$ cat config.mk
export PLATFORM = sky130hd
export DESIGN_NAME = touch_accommodation_filter_top_flat
export DESIGN_NICKNAME = d
export VERILOG_FILES = /design/src/rtl/core/taf_pkg.sv /design/src/rtl/core/taf_ifs.sv /design/src/rtl/core/taf_cfg.sv /design/src/rtl/core/taf_eval.sv /design/src/rtl/core/touch_accommodation_filter_top.sv /design/src/flat_wrapper.sv
export SDC_FILE = /design/constraint.sdc
export NUM_CORES = 2
export LEC_CHECK = 0
export BUFFER_PORTS_ARGS = -buffer_cell sky130_fd_sc_hd__clkbuf_2
export CORE_MARGIN = 2
export CORE_UTILIZATION = 55
export CTS_CLUSTER_SIZE = 8
export DETAILED_ROUTE_END_ITERATION = 6
export PLACE_DENSITY_LB_ADDON = 0.1
export REMOVE_ABC_BUFFERS = 1
export SKIP_CTS_REPAIR_TIMING = 1
export SLEW_MARGIN = 20
export SYNTH_ARGS = -nofsm -noshare
export SYNTH_HDL_FRONTEND = slang
export SYNTH_SLANG_ARGS = --single-unit
$ cat constraint.sdc
create_clock -name clk -period 32.5 [get_ports clk]
set_input_delay 9.75 -clock clk [delete_from_list [all_inputs] [get_ports clk]]
set_output_delay 9.75 -clock clk [all_outputs]
set_load 0.005 [all_outputs]
$ cat src/rtl/core/taf_pkg.sv
// touch accommodation filter: shared types, register codes and reset values
// no dependencies

package taf_pkg;

	localparam int TRACK_W = 3;
	localparam int STAMP_W = 32;
	localparam int POS_W   = 16;
	localparam int TIME_W  = 12;
	localparam int MODE_W  = 2;
	localparam int INDEX_W = 3;
	localparam int THR_SQ_W = 2 * TIME_W;

	typedef enum logic [INDEX_W-1:0] {
		REG_HOLD_ENABLE    = 3'd0,
		REG_HOLD_TIME      = 3'd1,
		REG_IGNORE_ENABLE  = 3'd2,
		REG_IGNORE_TIME    = 3'd3,
		REG_TAP_MODE       = 3'd4,
		REG_TAP_TIME       = 3'd5,
		REG_MOVE_THRESHOLD = 3'd6
	} reg_index_t;

	localparam logic [MODE_W-1:0] TAP_OFF     = 2'd0;
	localparam logic [MODE_W-1:0] TAP_INITIAL = 2'd1;
	localparam logic [MODE_W-1:0] TAP_FINAL   = 2'd2;

	localparam logic [TIME_W-1:0] HOLD_TIME_RST      = 12'd100;
	localparam logic [TIME_W-1:0] IGNORE_TIME_RST    = 12'd100;
	localparam logic [TIME_W-1:0] TAP_TIME_RST       = 12'd100;
	localparam logic [TIME_W-1:0] MOVE_THRESHOLD_RST = 12'd672;
	localparam logic [THR_SQ_W-1:0] THR_SQ_RST =
		THR_SQ_W'(MOVE_THRESHOLD_RST * MOVE_THRESHOLD_RST);

	typedef struct packed {
		logic                hold_enable;
		logic [TIME_W-1:0]   hold_time;
		logic                ignore_enable;
		logic [TIME_W-1:0]   ignore_time;
		logic [MODE_W-1:0]   tap_mode;
		logic [TIME_W-1:0]   tap_time;
		logic [THR_SQ_W-1:0] thr_sq;
	} cfg_t;

	typedef struct packed {
		logic               trial_start;
		logic [TRACK_W-1:0] track;
		logic [STAMP_W-1:0] stamp;
		logic [POS_W-1:0]   pos_x;
		logic [POS_W-1:0]   pos_y;
		logic               track_last;
	} sample_t;

	typedef struct packed {
		logic [TRACK_W-1:0] out_track;
		logic [STAMP_W-1:0] out_stamp;
		logic [POS_W-1:0]   out_x;
		logic [POS_W-1:0]   out_y;
	} result_t;

	typedef struct packed {
		logic               contact_active;
		logic [STAMP_W-1:0] hold_start;
		logic [POS_W-1:0]   first_x;
		logic [POS_W-1:0]   first_y;
		logic               window_open;
		logic [STAMP_W-1:0] window_start;
		logic [POS_W-1:0]   anchor_x;
		logic [POS_W-1:0]   anchor_y;
		logic [STAMP_W-1:0] release_stamp;
		logic               release_seen;
	} state_t;

endpackage

$ cat src/rtl/core/taf_ifs.sv
// touch accommodation filter: channel interfaces (sample in, sample out, config write)
// depends on taf_pkg

interface touch_in_if import taf_pkg::*; ();
	logic               valid;
	logic               ready;
	logic               trial_start;
	logic [TRACK_W-1:0] track;
	logic [STAMP_W-1:0] stamp;
	logic [POS_W-1:0]   pos_x;
	logic [POS_W-1:0]   pos_y;
	logic               track_last;

	modport source (output valid, trial_start, track, stamp, pos_x, pos_y, track_last,
		input ready);
	modport sink (input valid, trial_start, track, stamp, pos_x, pos_y, track_last,
		output ready);
endinterface

interface touch_out_if import taf_pkg::*; ();
	logic               valid;
	logic               ready;
	logic [TRACK_W-1:0] out_track;
	logic [STAMP_W-1:0] out_stamp;
	logic [POS_W-1:0]   out_x;
	logic [POS_W-1:0]   out_y;

	modport source (output valid, out_track, out_stamp, out_x, out_y, input ready);
	modport sink (input valid, out_track, out_stamp, out_x, out_y, output ready);
endinterface

interface cfg_wr_if import taf_pkg::*; ();
	logic               valid;
	logic               ready;
	logic [INDEX_W-1:0] index;
	logic [TIME_W-1:0]  data;

	modport source (output valid, index, data, input ready);
	modport sink (input valid, index, data, output ready);
endinterface

$ cat src/rtl/core/taf_cfg.sv
// touch accommodation filter: configuration registers, squared move threshold
// depends on taf_pkg and cfg_wr_if

module taf_cfg import taf_pkg::*; (
	input  logic     clk,
	input  logic     arst_n,
	cfg_wr_if.sink   cfg,
	output cfg_t     regs
);

	cfg_t regs_q;

	assign cfg.ready = 1'b1;
	assign regs      = regs_q;

	always_ff @(posedge clk or negedge arst_n) begin
		if (!arst_n) begin
			regs_q.hold_enable   <= 1'b0;
			regs_q.hold_time     <= HOLD_TIME_RST;
			regs_q.ignore_enable <= 1'b0;
			regs_q.ignore_time   <= IGNORE_TIME_RST;
			regs_q.tap_mode      <= TAP_OFF;
			regs_q.tap_time      <= TAP_TIME_RST;
			regs_q.thr_sq        <= THR_SQ_RST;
		end else if (cfg.valid) begin
			case (reg_index_t'(cfg.index))
				REG_HOLD_ENABLE:    regs_q.hold_enable   <= cfg.data[0];
				REG_HOLD_TIME:      regs_q.hold_time     <= cfg.data;
				REG_IGNORE_ENABLE:  regs_q.ignore_enable <= cfg.data[0];
				REG_IGNORE_TIME:    regs_q.ignore_time   <= cfg.data;
				REG_TAP_MODE:       regs_q.tap_mode      <= cfg.data[MODE_W-1:0];
				REG_TAP_TIME:       regs_q.tap_time      <= cfg.data;
				REG_MOVE_THRESHOLD: regs_q.thr_sq        <= THR_SQ_W'(cfg.data * cfg.data);
				default: ;
			endcase
		end
	end

endmodule

$ cat src/rtl/core/taf_eval.sv
// touch accommodation filter: next state and result for one sample
// ignore-repeat, hold-duration and tap assistance in one combinational pass
// depends on taf_pkg

module taf_eval import taf_pkg::*; #(
	parameter int MAX_TRACKS = 8
) (
	input  cfg_t                  regs,
	input  sample_t               smp,
	input  state_t                st,
	input  logic [MAX_TRACKS-1:0] fd,
	output state_t                st_next,
	output logic [MAX_TRACKS-1:0] fd_next,
	output logic                  emit,
	output result_t               res
);

	state_t                cur;
	logic [MAX_TRACKS-1:0] fd_cur;
	logic                  drop;
	logic                  down;
	logic                  held;
	logic                  in_win;
	logic                  far;
	logic [POS_W-1:0]      dx;
	logic [POS_W-1:0]      dy;
	logic [2*POS_W:0]      dist_sq;

	always_comb begin
		cur     = smp.trial_start ? '0 : st;
		fd_cur  = smp.trial_start ? '0 : fd;
		st_next = cur;
		fd_next = fd_cur;
		emit    = 1'b0;
		res     = '{out_track: smp.track, out_stamp: smp.stamp,
			out_x: smp.pos_x, out_y: smp.pos_y};
		down    = 1'b0;
		held    = 1'b0;
		in_win  = 1'b0;
		far     = 1'b0;
		dx      = '0;
		dy      = '0;
		dist_sq = '0;

		drop = regs.ignore_enable && cur.release_seen &&
			({1'b0, smp.stamp} < {1'b0, cur.release_stamp} + (STAMP_W+1)'(regs.ignore_time));

		if (!drop) begin
			if (!cur.contact_active) begin
				st_next.contact_active = 1'b1;
				st_next.hold_start     = smp.stamp;
				st_next.first_x        = smp.pos_x;
				st_next.first_y        = smp.pos_y;
			end
			for (int i = 0; i < MAX_TRACKS; i++) begin
				if (32'(smp.track) == i)
					fd_next[i] = !smp.track_last;
			end
			down = |fd_next;
			held = regs.hold_enable &&
				({1'b0, smp.stamp} < {1'b0, st_next.hold_start} + (STAMP_W+1)'(regs.hold_time));

			if (held) begin
				if (!down)
					st_next.contact_active = 1'b0;
			end else begin
				if (!cur.window_open) begin
					st_next.window_open  = 1'b1;
					st_next.window_start = smp.stamp;
					st_next.anchor_x     = smp.pos_x;
					st_next.anchor_y     = smp.pos_y;
				end
				in_win = {1'b0, smp.stamp} <
					{1'b0, st_next.window_start} + (STAMP_W+1)'(regs.tap_time);
				dx = (st_next.anchor_x >= smp.pos_x) ? st_next.anchor_x - smp.pos_x
					: smp.pos_x - st_next.anchor_x;
				dy = (st_next.anchor_y >= smp.pos_y) ? st_next.anchor_y - smp.pos_y
					: smp.pos_y - st_next.anchor_y;
				dist_sq = (2*POS_W+1)'(dx * dx) + (2*POS_W+1)'(dy * dy);
				far = dist_sq >= (2*POS_W+1)'(regs.thr_sq);

				case (regs.tap_mode)
					TAP_INITIAL: begin
						if (in_win) begin
							if (!down) begin
								emit      = 1'b1;
								res.out_x = st_next.first_x;
								res.out_y = st_next.first_y;
							end
						end else begin
							emit = 1'b1;
						end
					end
					TAP_FINAL: begin
						if (in_win) begin
							if (far) begin
								st_next.window_start = smp.stamp;
								st_next.anchor_x     = smp.pos_x;
								st_next.anchor_y     = smp.pos_y;
							end
							emit = !down;
						end else begin
							emit = 1'b1;
						end
					end
					default: emit = 1'b1;
				endcase

				if (!down) begin
					st_next.contact_active = 1'b0;
					st_next.window_open    = 1'b0;
					st_next.release_stamp  = smp.stamp;
					st_next.release_seen   = 1'b1;
				end
			end
		end
	end

endmodule

$ cat src/rtl/core/touch_accommodation_filter_top.sv
// touch accommodation filter: top level with input register, state and result register
// depends on taf_pkg, taf_ifs, taf_cfg and taf_eval
//
//  channel   dir   transaction
//  in_ch     in    one touch sample (trial_start, track, stamp, pos_x, pos_y, track_last)
//  out_ch    out   one emitted sample (out_track, out_stamp, out_x, out_y)
//  cfg       in    one register write (index, data)
//
// one sample per cycle unless out_ch stalls; a result passes sample_s1, then res_q
// the filter state is read and rewritten while its sample is in the input register
// arst_n clears the filter state and loads register reset values
// a stalled result register holds the input register; in_ch.ready drops only then
// cfg is always ready and takes effect on the next sample

module touch_accommodation_filter_top import taf_pkg::*; #(
	parameter int MAX_TRACKS = 8
) (
	input  logic       clk,
	input  logic       arst_n,
	touch_in_if.sink   in_ch,
	touch_out_if.source out_ch,
	cfg_wr_if.sink     cfg
);

	cfg_t                  regs;
	sample_t               sample_s1;
	logic                  valid_s1;
	state_t                st_q;
	logic [MAX_TRACKS-1:0] fd_q;
	state_t                st_next;
	logic [MAX_TRACKS-1:0] fd_next;
	logic                  emit;
	result_t               res;
	result_t               res_q;
	logic                  out_valid_q;
	logic                  advance;

	taf_cfg u_cfg (
		.clk    (clk),
		.arst_n (arst_n),
		.cfg    (cfg),
		.regs   (regs)
	);

	taf_eval #(.MAX_TRACKS(MAX_TRACKS)) u_eval (
		.regs    (regs),
		.smp     (sample_s1),
		.st      (st_q),
		.fd      (fd_q),
		.st_next (st_next),
		.fd_next (fd_next),
		.emit    (emit),
		.res     (res)
	);

	assign advance     = valid_s1 && (!out_valid_q || out_ch.ready);
	assign in_ch.ready = !valid_s1 || advance;

	always_ff @(posedge clk) begin
		if (in_ch.valid && in_ch.ready)
			sample_s1 <= '{trial_start: in_ch.trial_start, track: in_ch.track,
				stamp: in_ch.stamp, pos_x: in_ch.pos_x, pos_y: in_ch.pos_y,
				track_last: in_ch.track_last};
		if (advance && emit)
			res_q <= res;
	end

	always_ff @(posedge clk or negedge arst_n) begin
		if (!arst_n) begin
			valid_s1    <= 1'b0;
			st_q        <= '0;
			fd_q        <= '0;
			out_valid_q <= 1'b0;
		end else begin
			if (in_ch.ready)
				valid_s1 <= in_ch.valid;
			if (advance) begin
				st_q <= st_next;
				fd_q <= fd_next;
			end
			if (advance && emit)
				out_valid_q <= 1'b1;
			else if (out_ch.ready)
				out_valid_q <= 1'b0;
		end
	end

	assign out_ch.valid     = out_valid_q;
	assign out_ch.out_track = res_q.out_track;
	assign out_ch.out_stamp = res_q.out_stamp;
	assign out_ch.out_x     = res_q.out_x;
	assign out_ch.out_y     = res_q.out_y;

endmodule
$ cat src/flat_wrapper.sv
// flat-port wrapper written by rule: the top's interface ports become plain ports
module touch_accommodation_filter_top_flat import taf_pkg::*;
#(
	parameter int MAX_TRACKS = 8
)
  (clk, arst_n, in_ch_valid, in_ch_trial_start, in_ch_track, in_ch_stamp, in_ch_pos_x, in_ch_pos_y, in_ch_track_last, in_ch_ready, out_ch_valid, out_ch_out_track, out_ch_out_stamp, out_ch_out_x, out_ch_out_y, out_ch_ready, cfg_valid, cfg_index, cfg_data, cfg_ready);
  touch_in_if in_ch_i ();
  touch_out_if out_ch_i ();
  cfg_wr_if cfg_i ();
  input  logic clk;
  input  logic arst_n;
  input wire logic [$bits(in_ch_i.valid)-1:0] in_ch_valid;
  input wire logic [$bits(in_ch_i.trial_start)-1:0] in_ch_trial_start;
  input wire logic [$bits(in_ch_i.track)-1:0] in_ch_track;
  input wire logic [$bits(in_ch_i.stamp)-1:0] in_ch_stamp;
  input wire logic [$bits(in_ch_i.pos_x)-1:0] in_ch_pos_x;
  input wire logic [$bits(in_ch_i.pos_y)-1:0] in_ch_pos_y;
  input wire logic [$bits(in_ch_i.track_last)-1:0] in_ch_track_last;
  output wire logic [$bits(in_ch_i.ready)-1:0] in_ch_ready;
  output wire logic [$bits(out_ch_i.valid)-1:0] out_ch_valid;
  output wire logic [$bits(out_ch_i.out_track)-1:0] out_ch_out_track;
  output wire logic [$bits(out_ch_i.out_stamp)-1:0] out_ch_out_stamp;
  output wire logic [$bits(out_ch_i.out_x)-1:0] out_ch_out_x;
  output wire logic [$bits(out_ch_i.out_y)-1:0] out_ch_out_y;
  input wire logic [$bits(out_ch_i.ready)-1:0] out_ch_ready;
  input wire logic [$bits(cfg_i.valid)-1:0] cfg_valid;
  input wire logic [$bits(cfg_i.index)-1:0] cfg_index;
  input wire logic [$bits(cfg_i.data)-1:0] cfg_data;
  output wire logic [$bits(cfg_i.ready)-1:0] cfg_ready;
  assign in_ch_i.valid = in_ch_valid;
  assign in_ch_i.trial_start = in_ch_trial_start;
  assign in_ch_i.track = in_ch_track;
  assign in_ch_i.stamp = in_ch_stamp;
  assign in_ch_i.pos_x = in_ch_pos_x;
  assign in_ch_i.pos_y = in_ch_pos_y;
  assign in_ch_i.track_last = in_ch_track_last;
  assign in_ch_ready = in_ch_i.ready;
  assign out_ch_valid = out_ch_i.valid;
  assign out_ch_out_track = out_ch_i.out_track;
  assign out_ch_out_stamp = out_ch_i.out_stamp;
  assign out_ch_out_x = out_ch_i.out_x;
  assign out_ch_out_y = out_ch_i.out_y;
  assign out_ch_i.ready = out_ch_ready;
  assign cfg_i.valid = cfg_valid;
  assign cfg_i.index = cfg_index;
  assign cfg_i.data = cfg_data;
  assign cfg_ready = cfg_i.ready;
  touch_accommodation_filter_top #(.MAX_TRACKS(MAX_TRACKS)) u_core (.clk(clk), .arst_n(arst_n), .in_ch(in_ch_i), .out_ch(out_ch_i), .cfg(cfg_i));
endmodule
==> impl_metrics.yaml <==
clock_tree:
  htreeDepth: 2
  tritoncts: "built"
  clk_pin_slew_ps: 50
  cts.path.max_buffers: 3
  cts_buffers: 53
  worstSkewPairLatency_ps: 610
  clockRootBuffer: "clkbuf_16"
  cts_sinks: 372
finish:
  mostFrequentLayoutCells: "inv_1 (726), fa_1 (473), ha_1 (462)"
  area_growth_pct: 8.06
  final_layout_size_suffix_gt1_frac: 0.113
  finish.utilization: 0.600
  layout_commonest_cell: "inv_1"
  final_cells: 5275
  final_nets: 5288
  antenna_cells: 0
critical_path:
  cp_max_fo: 3
  crit_required_ps: 22750
  endpoint_kind: "output port"
  path_class: "input port to output port"
  arrival_ps: 10220
  start_kind: "input port"
logic_synthesis:
  ys_top_cells_by_area: "fa_1 (23%), ha_1 (14%), dfrtp_1 (13%)"
  yosysTopAreaCell: "fa_1"
  ys_seq_area_frac: 0.242
  ys_seq_elements: 372
  synthArstFlopShare: 0.634
  syn_avg_cell_area_sq_um: 9.97
  synth_edf_count: 136
  synth_flop_cell: "dfrtp_1"
  syn_area_sq_mm: 0.0413
  syn_inst: 4142
  yosysWarnings: 0
  synth_top_area_share: 0.229
  synth_cell_types: 93
floorplan:
  start_util: 0.556
  io-pin-count: 159
  die_w_um: 278
  core-area_sq_mm: 0.0743
  dieArea_sq_mm: 0.0773
  fp.dieH_um: 278
  rows: 100
route:
  wl_per_cell_um: 17.9
  routed_wl_mm: 94.5
  first_pass_iters: 5
  vias: 28900
  ant_nets: 0
  viasPerCell: 5.47
  drc: 0
  drtIter0Drc: 1659
grt:
  grtUsageTotal: 0.253
  grtUsageMet3: 0.0282
  antenna_found_initial: 1
  grt_first_pass_wirelength_mm: 158
  met1_usage: 0.352
  grt_use_met2: 0.424
  grt-busiest-layer: "met2"
  grt_pass1_vias: 29800
  grt_max_degree: 105
  gr-total-overflow: 0
flow_run:
  maxCapViolCount: 0
sta:
  fin_crit_sh: 0.614
  timing.slew.headroom: 0.261
  tns_ps: 0
  finalHoldViolCount: 0
  fin_hold_ws_ps: 468
  slew_viol_final: 0
  period_needed_ps: 19970
  rsz0062_at_grt: "no"
  max_freq_mhz: 50.1
  fin_worst_skew_ps: 51.0
  setup-violations-final: 0
  worst_slew_pin_slew_ps: 1100
place:
  numPortBuffers: 157
  dp_hpwl_mm: 74.5
  place_congestion: 0.901
  dp.cells: 5178
hold_path:
  hold_class: "register to register"
outcome:
  outcome: "finished clean"
-- final cells by class --
| type | count | area [sq um] |
|---|---|---|
| tap | 969 | 1210 |
| multi-input combinational | 2897 | 27900 |
| fill | 6482 | 29700 |
| inverter | 732 | 2750 |
| timing repair buffer | 208 | 1180 |
| sequential | 372 | 10000 |
| clock inverter | 5 | 61.3 |
| clock buffer | 92 | 1470 |
-- metrics by stage --
| step | setup WS, ps | instance area, sq um |
|---|---|---|
| global route | 12470 | 44600 |
| finish | 12530 | 44600 |
| detailed placement | 12530 | 43100 |
| global placement | 12520 | 43100 |
| CTS | 12530 | 44600 |
| floorplan | 12760 | 40600 |
-- registers in the layout, summed over array words and instances, names as in the netlist --
name                     flops
u_core.out_ch.out_y         16
u_core.valid_s1              1
u_core.fd_q                  8
u_core.out_ch.out_stamp     32
u_core.sample_s1            69
u_core.st_q                163
u_core.out_ch.out_track      3
u_core.out_ch.out_x         16
u_core.out_ch.valid          1
u_core.u_cfg.regs           63
-- cell usage after synthesis (6+ instances only) --
cell       count
fa_1         473
o21bai_1      26
mux2_2       145
or3_1          8
or2_2         24
o21a_1        17
and3_1        23
xnor2_1      122
clkbuf_1     105
a31oi_1       17
o21ai_0      116
a21o_1       107
and4_1         6
a211oi_1      13
ha_1         462
nor2b_1       45
a41oi_1        6
nand3b_1      12
inv_1        726
edfxtp_1     136
nand4_1       25
a2111oi_0      6
o211ai_1      10
nand3_1       55
nor3b_1        6
nor2_1       281
and2_1        53
xor2_1        58
a22o_1       100
dfstp_2       15
nor3_1        28
nand2_1      270
o31ai_1       10
a21oi_1      159
buf_6         13
nand2b_1      75
mux2i_1       47
dfrtp_1      221
buf_2         16
-- kinds of logic (layout without fill, tap and decap cells) --
group,count (synthesis),in the layout,share of synthesized area
mux,195,195,0.0522
simple gates,935,935,0.108
xor+xnor,181,181,0.0387
buf+inv,873,1037,0.0824
flops,372,372,0.242
other cells,1,1,0.0000908
fa+ha+maj,935,935,0.369
compound gates,650,650,0.107
-- path summary, 6_finish.rpt --
check | start | endpoint | slack [ps] | cells past startpoint
setup / recovery | out_ch_ready | in_ch_ready | 12530 | 4
hold / removal | u_core.u_cfg.regs[10]$_DFFE_PN1P_ | u_core.u_cfg.regs[10]$_DFFE_PN1P_ | 470 | 2
setup reg to reg | u_core.st_q[97]$_DFFE_PN0P_ | u_core.st_q[46]$_DFFE_PN0P_ | 16560 | 49
hold reg to reg | u_core.u_cfg.regs[10]$_DFFE_PN1P_ | u_core.u_cfg.regs[10]$_DFFE_PN1P_ | 470 | 2
max in group asynchronous | arst_n | u_core.u_cfg.regs[12]$_DFFE_PN0P_ | 21820 | 2
min in group asynchronous | arst_n | u_core.fd_q[1]$_DFFE_PN0P_ | 9200 | 1
-- worst max-delay path: stages --
cell      delay (ps)
clkbuf_2          80
nor2b_1          160
nand2_1          110
clkbuf_2         120
-- routing by layer --
metal,vias to the layer above,routed length (um)
met4,0,2270
met5,-,0
met2,593,45100
met3,145,3870
met1,14300,43300
li1,13900,-
Power is left out: the tool's default activity adds up to more than one toggle a clock period on the data nets, which glitch-free logic cannot reach.
